$ cat config.mk
export PLATFORM = sky130hd
export DESIGN_NAME = weighted_min_cost_target_select
export DESIGN_NICKNAME = d
export VERILOG_FILES = /design/src/sv/wmcts_pkg.sv /design/src/sv/wmcts_regs.sv /design/src/sv/wmcts_ctrl.sv /design/src/sv/wmcts_dp.sv /design/src/sv/weighted_min_cost_target_select.sv
export SDC_FILE = /design/constraint.sdc
export NUM_CORES = 2
export LEC_CHECK = 0
export BUFFER_PORTS_ARGS = -buffer_cell sky130_fd_sc_hd__buf_4
export CORE_MARGIN = 2
export CORE_UTILIZATION = 57
export DETAILED_ROUTE_END_ITERATION = 12
export PLACE_DENSITY = 0.79
export SLEW_MARGIN = 25
export SYNTH_ARGS = -nofsm -noshare
export SYNTH_HDL_FRONTEND = slang
export SYNTH_SLANG_ARGS = --single-unit
export TNS_END_PERCENT = 30
$ cat constraint.sdc
create_clock -name i_clk -period 9.1 [get_ports i_clk]
set_input_delay 1.365 -clock i_clk [delete_from_list [all_inputs] [get_ports i_clk]]
set_output_delay 1.365 -clock i_clk [all_outputs]
set_load 0.1 [all_outputs]
$ cat src/sv/wmcts_pkg.sv
// shared types, constants and helper functions for the target selector
// no dependencies; imported by every module of the block
`timescale 1ns / 1ps

package wmcts_pkg;

    // field and datapath widths
    localparam int DIST_W   = 16;
    localparam int ROBOT_W  = 10;
    localparam int PKG_W    = 12;
    localparam int LOC_W    = 16;
    localparam int BIN_W    = 12;
    localparam int COST_W   = 56;
    localparam int COEF_W   = 12;
    localparam int COEFS_W  = 60;
    localparam int WEIGHT_W = 16;
    localparam int FRAC_W   = 8;
    localparam int OPA_W    = 29;
    localparam int OPB_W    = 17;
    localparam int PROD_W   = OPA_W + OPB_W;
    localparam int STEP_W   = 3;

    // apb port
    localparam int PADDR_W = 5;
    localparam int PDATA_W = 64;

    // cost modes
    typedef logic [2:0] t_mode;
    localparam t_mode MODE_DIST_ROBOT = 3'd0;
    localparam t_mode MODE_BY_TYPE    = 3'd1;
    localparam t_mode MODE_DIST       = 3'd2;
    localparam t_mode MODE_ROBOT      = 3'd3;
    localparam t_mode MODE_QUAD       = 3'd4;

    // register indexes
    typedef logic [1:0] t_reg_idx;
    localparam t_reg_idx REG_COST_MODE = 2'd0;
    localparam t_reg_idx REG_WEIGHT    = 2'd1;
    localparam t_reg_idx REG_COEF_ST   = 2'd2;
    localparam t_reg_idx REG_COEF_EP   = 2'd3;

    localparam logic [WEIGHT_W-1:0] WEIGHT_RESET = 16'd256;

    // coefficient slots in a packed set
    typedef logic [STEP_W-1:0] t_slot;
    localparam t_slot SLOT_X2 = 3'd0;
    localparam t_slot SLOT_Y2 = 3'd1;
    localparam t_slot SLOT_XY = 3'd2;
    localparam t_slot SLOT_X  = 3'd3;
    localparam t_slot SLOT_Y  = 3'd4;

    localparam logic [STEP_W-1:0] QUAD_LAST_STEP = 3'd7;

    localparam logic signed [COST_W-1:0] COST_MAX = {1'b0, {(COST_W-1){1'b1}}};

    // multiplier operand selects
    typedef enum logic [1:0] {
        A_X    = 2'd0,
        A_Y    = 2'd1,
        A_CNT  = 2'd2,
        A_PROD = 2'd3
    } t_a_sel;

    typedef enum logic [1:0] {
        B_COEF   = 2'd0,
        B_WEIGHT = 2'd1,
        B_X      = 2'd2,
        B_Y      = 2'd3
    } t_b_sel;

    // controller to datapath commands
    typedef struct packed {
        logic   load;
        logic   mul_en;
        t_a_sel a_sel;
        t_b_sel b_sel;
        t_slot  coef_slot;
        logic   acc_add;
        logic   cmp;
    } t_dp_cmd;

    // datapath to controller status
    typedef struct packed {
        logic emit_ok;
        logic last;
    } t_dp_sts;

    function automatic logic mode_is_quad(t_mode mode);
        return mode == MODE_QUAD;
    endfunction

    function automatic logic mode_uses_weight(t_mode mode);
        return (mode == MODE_DIST_ROBOT) || (mode == MODE_BY_TYPE);
    endfunction

    // starting accumulator value: the shifted distance or robot term, zero in the quadratic mode
    function automatic logic signed [COST_W-1:0] base_cost(t_mode mode,
                                                           logic [DIST_W-1:0] x,
                                                           logic [ROBOT_W-1:0] y);
        logic signed [COST_W-1:0] v;
        case (mode)
            MODE_ROBOT: v = {{(COST_W-ROBOT_W-FRAC_W){1'b0}}, y, {FRAC_W{1'b0}}};
            MODE_QUAD:  v = '0;
            default:    v = {{(COST_W-DIST_W-FRAC_W){1'b0}}, x, {FRAC_W{1'b0}}};
        endcase
        return v;
    endfunction

    // quadratic sequence: coefficient times one factor, then times the other,
    // each finished term added while the next product is formed
    function automatic t_dp_cmd quad_cmd(logic [STEP_W-1:0] step);
        t_dp_cmd c;
        c           = '0;
        c.mul_en    = 1'b1;
        c.b_sel     = B_COEF;
        case (step)
            3'd0: begin
                c.a_sel = A_X;    c.coef_slot = SLOT_X2;
            end
            3'd1: begin
                c.a_sel = A_PROD; c.b_sel = B_X;
            end
            3'd2: begin
                c.a_sel = A_Y;    c.coef_slot = SLOT_Y2; c.acc_add = 1'b1;
            end
            3'd3: begin
                c.a_sel = A_PROD; c.b_sel = B_Y;
            end
            3'd4: begin
                c.a_sel = A_X;    c.coef_slot = SLOT_XY; c.acc_add = 1'b1;
            end
            3'd5: begin
                c.a_sel = A_PROD; c.b_sel = B_Y;
            end
            3'd6: begin
                c.a_sel = A_X;    c.coef_slot = SLOT_X;  c.acc_add = 1'b1;
            end
            default: begin
                c.a_sel = A_Y;    c.coef_slot = SLOT_Y;  c.acc_add = 1'b1;
            end
        endcase
        return c;
    endfunction

endpackage

$ cat src/sv/wmcts_regs.sv
// apb configuration registers: cost mode, load weight, two coefficient sets
// depends on wmcts_pkg
`timescale 1ns / 1ps

module wmcts_regs import wmcts_pkg::*; (
    input  logic                i_clk,
    input  logic                i_rst_n,
    input  logic                psel,
    input  logic                penable,
    input  logic                pwrite,
    input  logic [PADDR_W-1:0]  paddr,
    input  logic [PDATA_W-1:0]  pwdata,
    output logic [PDATA_W-1:0]  prdata,
    output logic                pready,
    output t_mode               o_cost_mode,
    output logic [WEIGHT_W-1:0] o_load_weight,
    output logic [COEFS_W-1:0]  o_coef_st,
    output logic [COEFS_W-1:0]  o_coef_ep
);

    t_mode               r_cost_mode;
    logic [WEIGHT_W-1:0] r_load_weight;
    logic [COEFS_W-1:0]  r_coef_st;
    logic [COEFS_W-1:0]  r_coef_ep;
    t_reg_idx            w_idx;
    logic                w_wr;

    assign w_idx  = paddr[PADDR_W-1:PADDR_W-2];
    assign w_wr   = psel && penable && pwrite;
    assign pready = 1'b1;

    // register writes
    always_ff @(posedge i_clk) begin
        if (!i_rst_n) begin
            r_cost_mode   <= MODE_DIST_ROBOT;
            r_load_weight <= WEIGHT_RESET;
            r_coef_st     <= '0;
            r_coef_ep     <= '0;
        end else if (w_wr) begin
            case (w_idx)
                REG_COST_MODE: r_cost_mode   <= pwdata[2:0];
                REG_WEIGHT:    r_load_weight <= pwdata[WEIGHT_W-1:0];
                REG_COEF_ST:   r_coef_st     <= pwdata[COEFS_W-1:0];
                REG_COEF_EP:   r_coef_ep     <= pwdata[COEFS_W-1:0];
                default: ;
            endcase
        end
    end

    // read back
    always_comb begin
        case (w_idx)
            REG_COST_MODE: prdata = {{(PDATA_W-3){1'b0}}, r_cost_mode};
            REG_WEIGHT:    prdata = {{(PDATA_W-WEIGHT_W){1'b0}}, r_load_weight};
            REG_COEF_ST:   prdata = {{(PDATA_W-COEFS_W){1'b0}}, r_coef_st};
            REG_COEF_EP:   prdata = {{(PDATA_W-COEFS_W){1'b0}}, r_coef_ep};
            default:       prdata = '0;
        endcase
    end

    assign o_cost_mode   = r_cost_mode;
    assign o_load_weight = r_load_weight;
    assign o_coef_st     = r_coef_st;
    assign o_coef_ep     = r_coef_ep;

endmodule

$ cat src/sv/wmcts_ctrl.sv
// controller: sequences load, shared multiplier steps, final add and compare
// depends on wmcts_pkg
`timescale 1ns / 1ps

module wmcts_ctrl import wmcts_pkg::*; (
    input  logic    i_clk,
    input  logic    i_rst_n,
    input  logic    i_in_valid,
    output logic    o_in_ready,
    input  t_mode   i_cost_mode,
    input  t_dp_sts i_sts,
    output t_dp_cmd o_cmd
);

    typedef enum logic [3:0] {
        S_IDLE = 4'b0001,
        S_MUL  = 4'b0010,
        S_ACC  = 4'b0100,
        S_CMP  = 4'b1000
    } t_state;

    t_state             r_state, n_state;
    logic [STEP_W-1:0]  r_step, n_step;
    logic               w_quad;
    logic               w_mul;

    assign w_quad = mode_is_quad(i_cost_mode);
    assign w_mul  = mode_uses_weight(i_cost_mode);

    // next state and commands
    always_comb begin
        n_state    = r_state;
        n_step     = r_step;
        o_cmd      = '0;
        o_in_ready = 1'b0;
        case (r_state)
            S_IDLE: begin
                o_in_ready = 1'b1;
                if (i_in_valid) begin
                    o_cmd.load = 1'b1;
                    n_step     = '0;
                    n_state    = (w_quad || w_mul) ? S_MUL : S_CMP;
                end
            end
            S_MUL: begin
                if (w_quad) begin
                    o_cmd = quad_cmd(r_step);
                end else begin
                    o_cmd.mul_en = 1'b1;
                    o_cmd.a_sel  = A_CNT;
                    o_cmd.b_sel  = B_WEIGHT;
                end
                if (!w_quad || r_step == QUAD_LAST_STEP) begin
                    n_state = S_ACC;
                end else begin
                    n_step = r_step + 1'b1;
                end
            end
            S_ACC: begin
                o_cmd.acc_add = 1'b1;
                n_state       = S_CMP;
            end
            S_CMP: begin
                // a last request waits here while the previous result is held
                if (i_sts.emit_ok) begin
                    o_cmd.cmp = 1'b1;
                    n_state   = S_IDLE;
                end
            end
            default: n_state = S_IDLE;
        endcase
    end

    always_ff @(posedge i_clk) begin
        if (!i_rst_n) begin
            r_state <= S_IDLE;
            r_step  <= '0;
        end else begin
            r_state <= n_state;
            r_step  <= n_step;
        end
    end

endmodule

$ cat src/sv/wmcts_dp.sv
// datapath: request registers, shared multiplier, cost accumulator,
// running minimum and result register; depends on wmcts_pkg
`timescale 1ns / 1ps

module wmcts_dp import wmcts_pkg::*; (
    input  logic                      i_clk,
    input  logic                      i_rst_n,
    input  t_dp_cmd                   i_cmd,
    output t_dp_sts                   o_sts,
    input  t_mode                     i_cost_mode,
    input  logic [WEIGHT_W-1:0]       i_load_weight,
    input  logic [COEFS_W-1:0]        i_coef_st,
    input  logic [COEFS_W-1:0]        i_coef_ep,
    input  logic [DIST_W-1:0]         i_distance,
    input  logic [ROBOT_W-1:0]        i_robot_count,
    input  logic [PKG_W-1:0]          i_package_count,
    input  logic                      i_is_endpoint,
    input  logic [LOC_W-1:0]          i_location,
    input  logic [BIN_W-1:0]          i_bin_number,
    input  logic                      i_last,
    output logic                      o_out_valid,
    input  logic                      i_out_ready,
    output logic [LOC_W-1:0]          o_best_location,
    output logic [BIN_W-1:0]          o_best_bin,
    output logic signed [COST_W-1:0]  o_best_cost
);

    // request registers
    logic [DIST_W-1:0]          r_x;
    logic [ROBOT_W-1:0]         r_y;
    logic [PKG_W-1:0]           r_pk;
    logic                       r_ep;
    logic [LOC_W-1:0]           r_loc;
    logic [BIN_W-1:0]           r_bin;
    logic                       r_last;

    logic signed [PROD_W-1:0]   r_prod;
    logic signed [COST_W-1:0]   r_acc;
    logic signed [COST_W-1:0]   r_min;
    logic [LOC_W-1:0]           r_best_loc;
    logic [BIN_W-1:0]           r_best_bin;

    logic                       r_out_valid;
    logic [LOC_W-1:0]           r_out_loc;
    logic [BIN_W-1:0]           r_out_bin;
    logic signed [COST_W-1:0]   r_out_cost;

    logic [COEFS_W-1:0]         w_coef_set;
    logic [COEF_W-1:0]          w_coef;
    logic signed [OPA_W-1:0]    w_op_a;
    logic signed [OPB_W-1:0]    w_op_b;
    logic signed [PROD_W-1:0]   w_mul;
    logic signed [COST_W-1:0]   w_prod_ext;
    logic                       w_less;

    // coefficient pick by target type and slot
    assign w_coef_set = r_ep ? i_coef_ep : i_coef_st;

    always_comb begin
        case (i_cmd.coef_slot)
            SLOT_X2: w_coef = w_coef_set[0*COEF_W +: COEF_W];
            SLOT_Y2: w_coef = w_coef_set[1*COEF_W +: COEF_W];
            SLOT_XY: w_coef = w_coef_set[2*COEF_W +: COEF_W];
            SLOT_X:  w_coef = w_coef_set[3*COEF_W +: COEF_W];
            SLOT_Y:  w_coef = w_coef_set[4*COEF_W +: COEF_W];
            default: w_coef = '0;
        endcase
    end

    // multiplier operands
    always_comb begin
        case (i_cmd.a_sel)
            A_X:    w_op_a = {{(OPA_W-DIST_W){1'b0}}, r_x};
            A_Y:    w_op_a = {{(OPA_W-ROBOT_W){1'b0}}, r_y};
            A_CNT: begin
                // packages replace robots for an endpoint in the by-type mode
                if (i_cost_mode == MODE_BY_TYPE && r_ep) begin
                    w_op_a = {{(OPA_W-PKG_W){1'b0}}, r_pk};
                end else begin
                    w_op_a = {{(OPA_W-ROBOT_W){1'b0}}, r_y};
                end
            end
            A_PROD: w_op_a = r_prod[OPA_W-1:0];
            default: w_op_a = '0;
        endcase
    end

    always_comb begin
        case (i_cmd.b_sel)
            B_COEF:   w_op_b = {{(OPB_W-COEF_W){w_coef[COEF_W-1]}}, w_coef};
            B_WEIGHT: w_op_b = {{(OPB_W-WEIGHT_W){1'b0}}, i_load_weight};
            B_X:      w_op_b = {{(OPB_W-DIST_W){1'b0}}, r_x};
            B_Y:      w_op_b = {{(OPB_W-ROBOT_W){1'b0}}, r_y};
            default:  w_op_b = '0;
        endcase
    end

    assign w_mul      = w_op_a * w_op_b;
    assign w_prod_ext = {{(COST_W-PROD_W){r_prod[PROD_W-1]}}, r_prod};
    assign w_less     = r_acc < r_min;

    assign o_sts.emit_ok = !r_last || !r_out_valid || i_out_ready;
    assign o_sts.last    = r_last;

    // request capture, product and accumulator
    always_ff @(posedge i_clk) begin
        if (i_cmd.load) begin
            r_x    <= i_distance;
            r_y    <= i_robot_count;
            r_pk   <= i_package_count;
            r_ep   <= i_is_endpoint;
            r_loc  <= i_location;
            r_bin  <= i_bin_number;
            r_last <= i_last;
            r_acc  <= base_cost(i_cost_mode, i_distance, i_robot_count);
        end else if (i_cmd.acc_add) begin
            r_acc  <= r_acc + w_prod_ext;
        end
        if (i_cmd.mul_en) begin
            r_prod <= w_mul;
        end
    end

    // running minimum, cleared after each decision
    always_ff @(posedge i_clk) begin
        if (!i_rst_n) begin
            r_min       <= COST_MAX;
            r_best_loc  <= '0;
            r_best_bin  <= '0;
            r_out_valid <= 1'b0;
        end else begin
            if (r_out_valid && i_out_ready) begin
                r_out_valid <= 1'b0;
            end
            if (i_cmd.cmp) begin
                if (r_last) begin
                    r_out_valid <= 1'b1;
                    r_min       <= COST_MAX;
                    r_best_loc  <= '0;
                    r_best_bin  <= '0;
                end else if (w_less) begin
                    r_min      <= r_acc;
                    r_best_loc <= r_loc;
                    r_best_bin <= r_bin;
                end
            end
        end
    end

    // result register, strict compare keeps the earlier candidate on a tie
    always_ff @(posedge i_clk) begin
        if (i_cmd.cmp && r_last) begin
            r_out_cost <= w_less ? r_acc : r_min;
            r_out_loc  <= w_less ? r_loc : r_best_loc;
            r_out_bin  <= w_less ? r_bin : r_best_bin;
        end
    end

    assign o_out_valid     = r_out_valid;
    assign o_best_location = r_out_loc;
    assign o_best_bin      = r_out_bin;
    assign o_best_cost     = r_out_cost;

endmodule

$ cat src/sv/weighted_min_cost_target_select.sv
// Minimum-cost target selector.
// Requests arrive on a valid/ready channel, one candidate target each; the
// request marked last closes a decision. The result channel (valid/ready)
// carries the location, bin and cost of the strictly cheapest candidate of
// the decision, the earliest one on a tie. Configuration is written over the
// APB port; the user must write it only while no request is in flight, as
// the block does not enforce this. pready is always high. Requests are taken
// one at a time through the one shared multiplier: each passes through load,
// the multiplier steps, the final add and the compare before the next one is
// accepted. The distance-only and robot-only modes go from load straight to
// compare, the weighted modes form one product and the quadratic mode eight.
// The result sits in an output register, so new requests are taken while it
// waits; only a further last request stalls until the held result is taken.
// Synchronous reset restores the register defaults, drops any held result
// and clears the running minimum. Depends on wmcts_pkg and its submodules.
`timescale 1ns / 1ps

module weighted_min_cost_target_select import wmcts_pkg::*; (
    input  logic                      i_clk,
    input  logic                      i_rst_n,
    input  logic                      psel,
    input  logic                      penable,
    input  logic                      pwrite,
    input  logic [PADDR_W-1:0]        paddr,
    input  logic [PDATA_W-1:0]        pwdata,
    output logic [PDATA_W-1:0]        prdata,
    output logic                      pready,
    input  logic                      i_in_valid,
    output logic                      o_in_ready,
    input  logic [DIST_W-1:0]         i_distance,
    input  logic [ROBOT_W-1:0]        i_robot_count,
    input  logic [PKG_W-1:0]          i_package_count,
    input  logic                      i_is_endpoint,
    input  logic [LOC_W-1:0]          i_location,
    input  logic [BIN_W-1:0]          i_bin_number,
    input  logic                      i_last,
    output logic                      o_out_valid,
    input  logic                      i_out_ready,
    output logic [LOC_W-1:0]          o_best_location,
    output logic [BIN_W-1:0]          o_best_bin,
    output logic signed [COST_W-1:0]  o_best_cost
);

    t_mode               w_cost_mode;
    logic [WEIGHT_W-1:0] w_load_weight;
    logic [COEFS_W-1:0]  w_coef_st;
    logic [COEFS_W-1:0]  w_coef_ep;
    t_dp_cmd             w_cmd;
    t_dp_sts             w_sts;

    // configuration registers
    wmcts_regs u_regs (
        .i_clk         (i_clk),
        .i_rst_n       (i_rst_n),
        .psel          (psel),
        .penable       (penable),
        .pwrite        (pwrite),
        .paddr         (paddr),
        .pwdata        (pwdata),
        .prdata        (prdata),
        .pready        (pready),
        .o_cost_mode   (w_cost_mode),
        .o_load_weight (w_load_weight),
        .o_coef_st     (w_coef_st),
        .o_coef_ep     (w_coef_ep)
    );

    // sequencer
    wmcts_ctrl u_ctrl (
        .i_clk       (i_clk),
        .i_rst_n     (i_rst_n),
        .i_in_valid  (i_in_valid),
        .o_in_ready  (o_in_ready),
        .i_cost_mode (w_cost_mode),
        .i_sts       (w_sts),
        .o_cmd       (w_cmd)
    );

    // cost arithmetic and running minimum
    wmcts_dp u_dp (
        .i_clk           (i_clk),
        .i_rst_n         (i_rst_n),
        .i_cmd           (w_cmd),
        .o_sts           (w_sts),
        .i_cost_mode     (w_cost_mode),
        .i_load_weight   (w_load_weight),
        .i_coef_st       (w_coef_st),
        .i_coef_ep       (w_coef_ep),
        .i_distance      (i_distance),
        .i_robot_count   (i_robot_count),
        .i_package_count (i_package_count),
        .i_is_endpoint   (i_is_endpoint),
        .i_location      (i_location),
        .i_bin_number    (i_bin_number),
        .i_last          (i_last),
        .o_out_valid     (o_out_valid),
        .i_out_ready     (i_out_ready),
        .o_best_location (o_best_location),
        .o_best_bin      (o_best_bin),
        .o_best_cost     (o_best_cost)
    );

endmodule

==> metrics.yaml <==
status: "finished clean"
hold_viol_final: 0
mostFrequentLayoutCells: "nand2_1, inv_1, buf_4"
first_global_vias: 33696
synth-edff-count: 254
gr-usage-all-layers: 0.319
wl_per_cell_um: 20.7
dp_hpwl_um: 92000
path_class: "flop to flop"
worst_setup_path_start_kind: "flop"
vias: 33861
numPortBuffers: 282
required_ns: 9.42
synth_area_leaders: "fa_1, edfxtp_1, dfxtp_1"
arrival_ns: 9.20
min_path_cells: 2
drtAntennaViolNets: 0
max_cap_viol_count: 0
yosys_warnings: 0
ios: 295
grt_max_degree: 98
slowest_stage: "fa_1"
postPlaceCellArea_um2: 45800
critPathMaxStageDelay_ns: 0.63
max-slew-margin-rel: 0.342
ys.flop_type: "edfxtp_1"
drc: 0
rrSetupSlack_ns: 0.23
cts-hold-fix-buffers: 0
ys_ff_latch: 485
die_w_um: 274
gp_congestion: 0.979
wirelength_um: 119000
yosysTopAreaCell: "fa_1"
setup_violations: 0
syn_inst: 4400
design_area_um2: 47800
antenna_found_initial: 16
clock.fmax_mhz: 113
cts-htree-levels: 2
fin_crit_ns: 8.87
core.rowCount: 98
drv_slew: 0
die_h_um: 274
clock-sinks: 485
drive_gt1_frac: 0.152
rsz0062_at_grt: "true"
clk_latency_ns: 0.64
finClkSkew_ns: 0.0462
die-area_um2: 75000
numCtsBuffers: 50
avgSynthCellArea_um2: 9.43
path_clk_slew_ns: 0.06
period_share: 0.975
synth_top_area_share: 0.230
setup_tns_ns: 0
worstSetupEndpointType: "flop"
firstDrtPassIters: 6
ys_types: 87
cts_tree: "done"
viasPerCell: 5.89
synthArstFlopShare: 0
min_path_type: "flop to flop"
cp_common_cell: "fa_1"
initial_core_util: 0.578
worstMarginPinSlew_ns: 0.979
core_area_um2: 71700
grt_first_pass_wirelength_um: 186000
drtIter0Drc: 3734
grt_remaining_overflow: 0
clock_path_buffers: 3
area_delta_synth_final_pct: 15.1
seq_area_frac_synth: 0.295
clockRootBuffer: "clkbuf_16"
final_common_cell: "nand2_1"
r2r_cells: 32
final_nets: 5587
syn_area_um2: 41500
cp_max_fo: 15
-- kinds of logic (layout without fill, tap and decap cells) --
kind of cell | count (synthesis) | count (layout) | share of synthesized area
adder cells (fa/ha/maj) | 702 | 702 | 0.298
flip-flops | 485 | 485 | 0.295
buffers and inverters | 788 | 1167 | 0.0737
AND/OR/NAND/NOR | 1383 | 1383 | 0.142
other | 2 | 18 | 0.000181
XOR/XNOR | 94 | 94 | 0.0200
multiplexers | 112 | 112 | 0.0297
AO/OA/AOI/OAI | 834 | 834 | 0.141
-- area by class of cell --
cell class | count | area (um^2)
Antenna cell | 13 | 32.5
Clock buffer | 66 | 1420
Clock inverter | 27 | 317
Fill cell | 5484 | 24000
Inverter | 559 | 2100
Multi-Input combinational cell | 3130 | 26400
Sequential cell | 485 | 12300
Tap cell | 950 | 1190
Timing Repair Buffer | 515 | 4060
-- cell usage after synthesis, types with 65 or more instances --
| master | n |
|---|---|
| o21ai_0 | 134 |
| a21boi_0 | 149 |
| ha_1 | 225 |
| a21oi_1 | 144 |
| clkbuf_1 | 155 |
| fa_1 | 477 |
| inv_1 | 558 |
| a21o_1 | 74 |
| o211ai_1 | 65 |
| dfxtp_1 | 231 |
| nor2_1 | 394 |
| nand2_1 | 707 |
| edfxtp_1 | 254 |
-- worst paths after layout --
path                        startpoint                   end
setup / recovery     u_ctrl.r_state[3]       u_dp.r_prod[45]
hold / removal    u_regs.o_coef_ep[53]  u_regs.o_coef_ep[53]
setup reg to reg     u_ctrl.r_state[3]       u_dp.r_prod[45]
hold reg to reg   u_regs.o_coef_ep[53]  u_regs.o_coef_ep[53]
-- metrics by stage --
stage          instances  worst slack [ns]  hold slack [ns]  utilization
3_5_place_dp        5629            -0.218            0.468        0.638
3_3_place_gp        5628           -0.0300            0.459        0.637
6_report            5745             0.225            0.483        0.666
4_1_cts             5725            0.0129            0.482        0.663
2_1_floorplan       4403             0.249            0.450            -
5_1_grt             5745           -0.0625            0.503        0.666
-- state kept, by name (all words and copies together), names as in the netlist, 46 cells and up --
name	count
u_dp.o_best_cost	56
u_dp.r_min	56
u_regs.o_coef_ep	60
u_regs.o_coef_st	60
u_dp.r_prod	46
u_dp.r_acc	56
-- timing repair --
item	CTS	global route
pin swaps	2	12
setup buffers	3	6
setup endpoints to repair	4	9
gates resized for setup	5	33
gates cloned	0	1
-- metal layers --
layer,up-vias,global-route usage,part of all wire,routed length (um)
li1,15245,-,-,-
met2,1761,0.489,0.44,52800
met5,-,0,0.00022,26
met1,16577,0.448,0.41,48300
met4,4,0.118,0.040,4700
met3,274,0.0681,0.11,13200
-- worst max-delay path: cells and delay by family, from the launching register on --
kind | cells | cell delay (ns)
flops | 1 | 0.32
buf+inv | 9 | 1.20
xor+xnor | 1 | 0.16
simple gates | 5 | 1.15
fa+ha+maj | 7 | 3.41
compound gates | 10 | 2.31
Power is left out: the tool's default activity adds up to more than one toggle a clock period on the data nets, which glitch-free logic cannot reach.
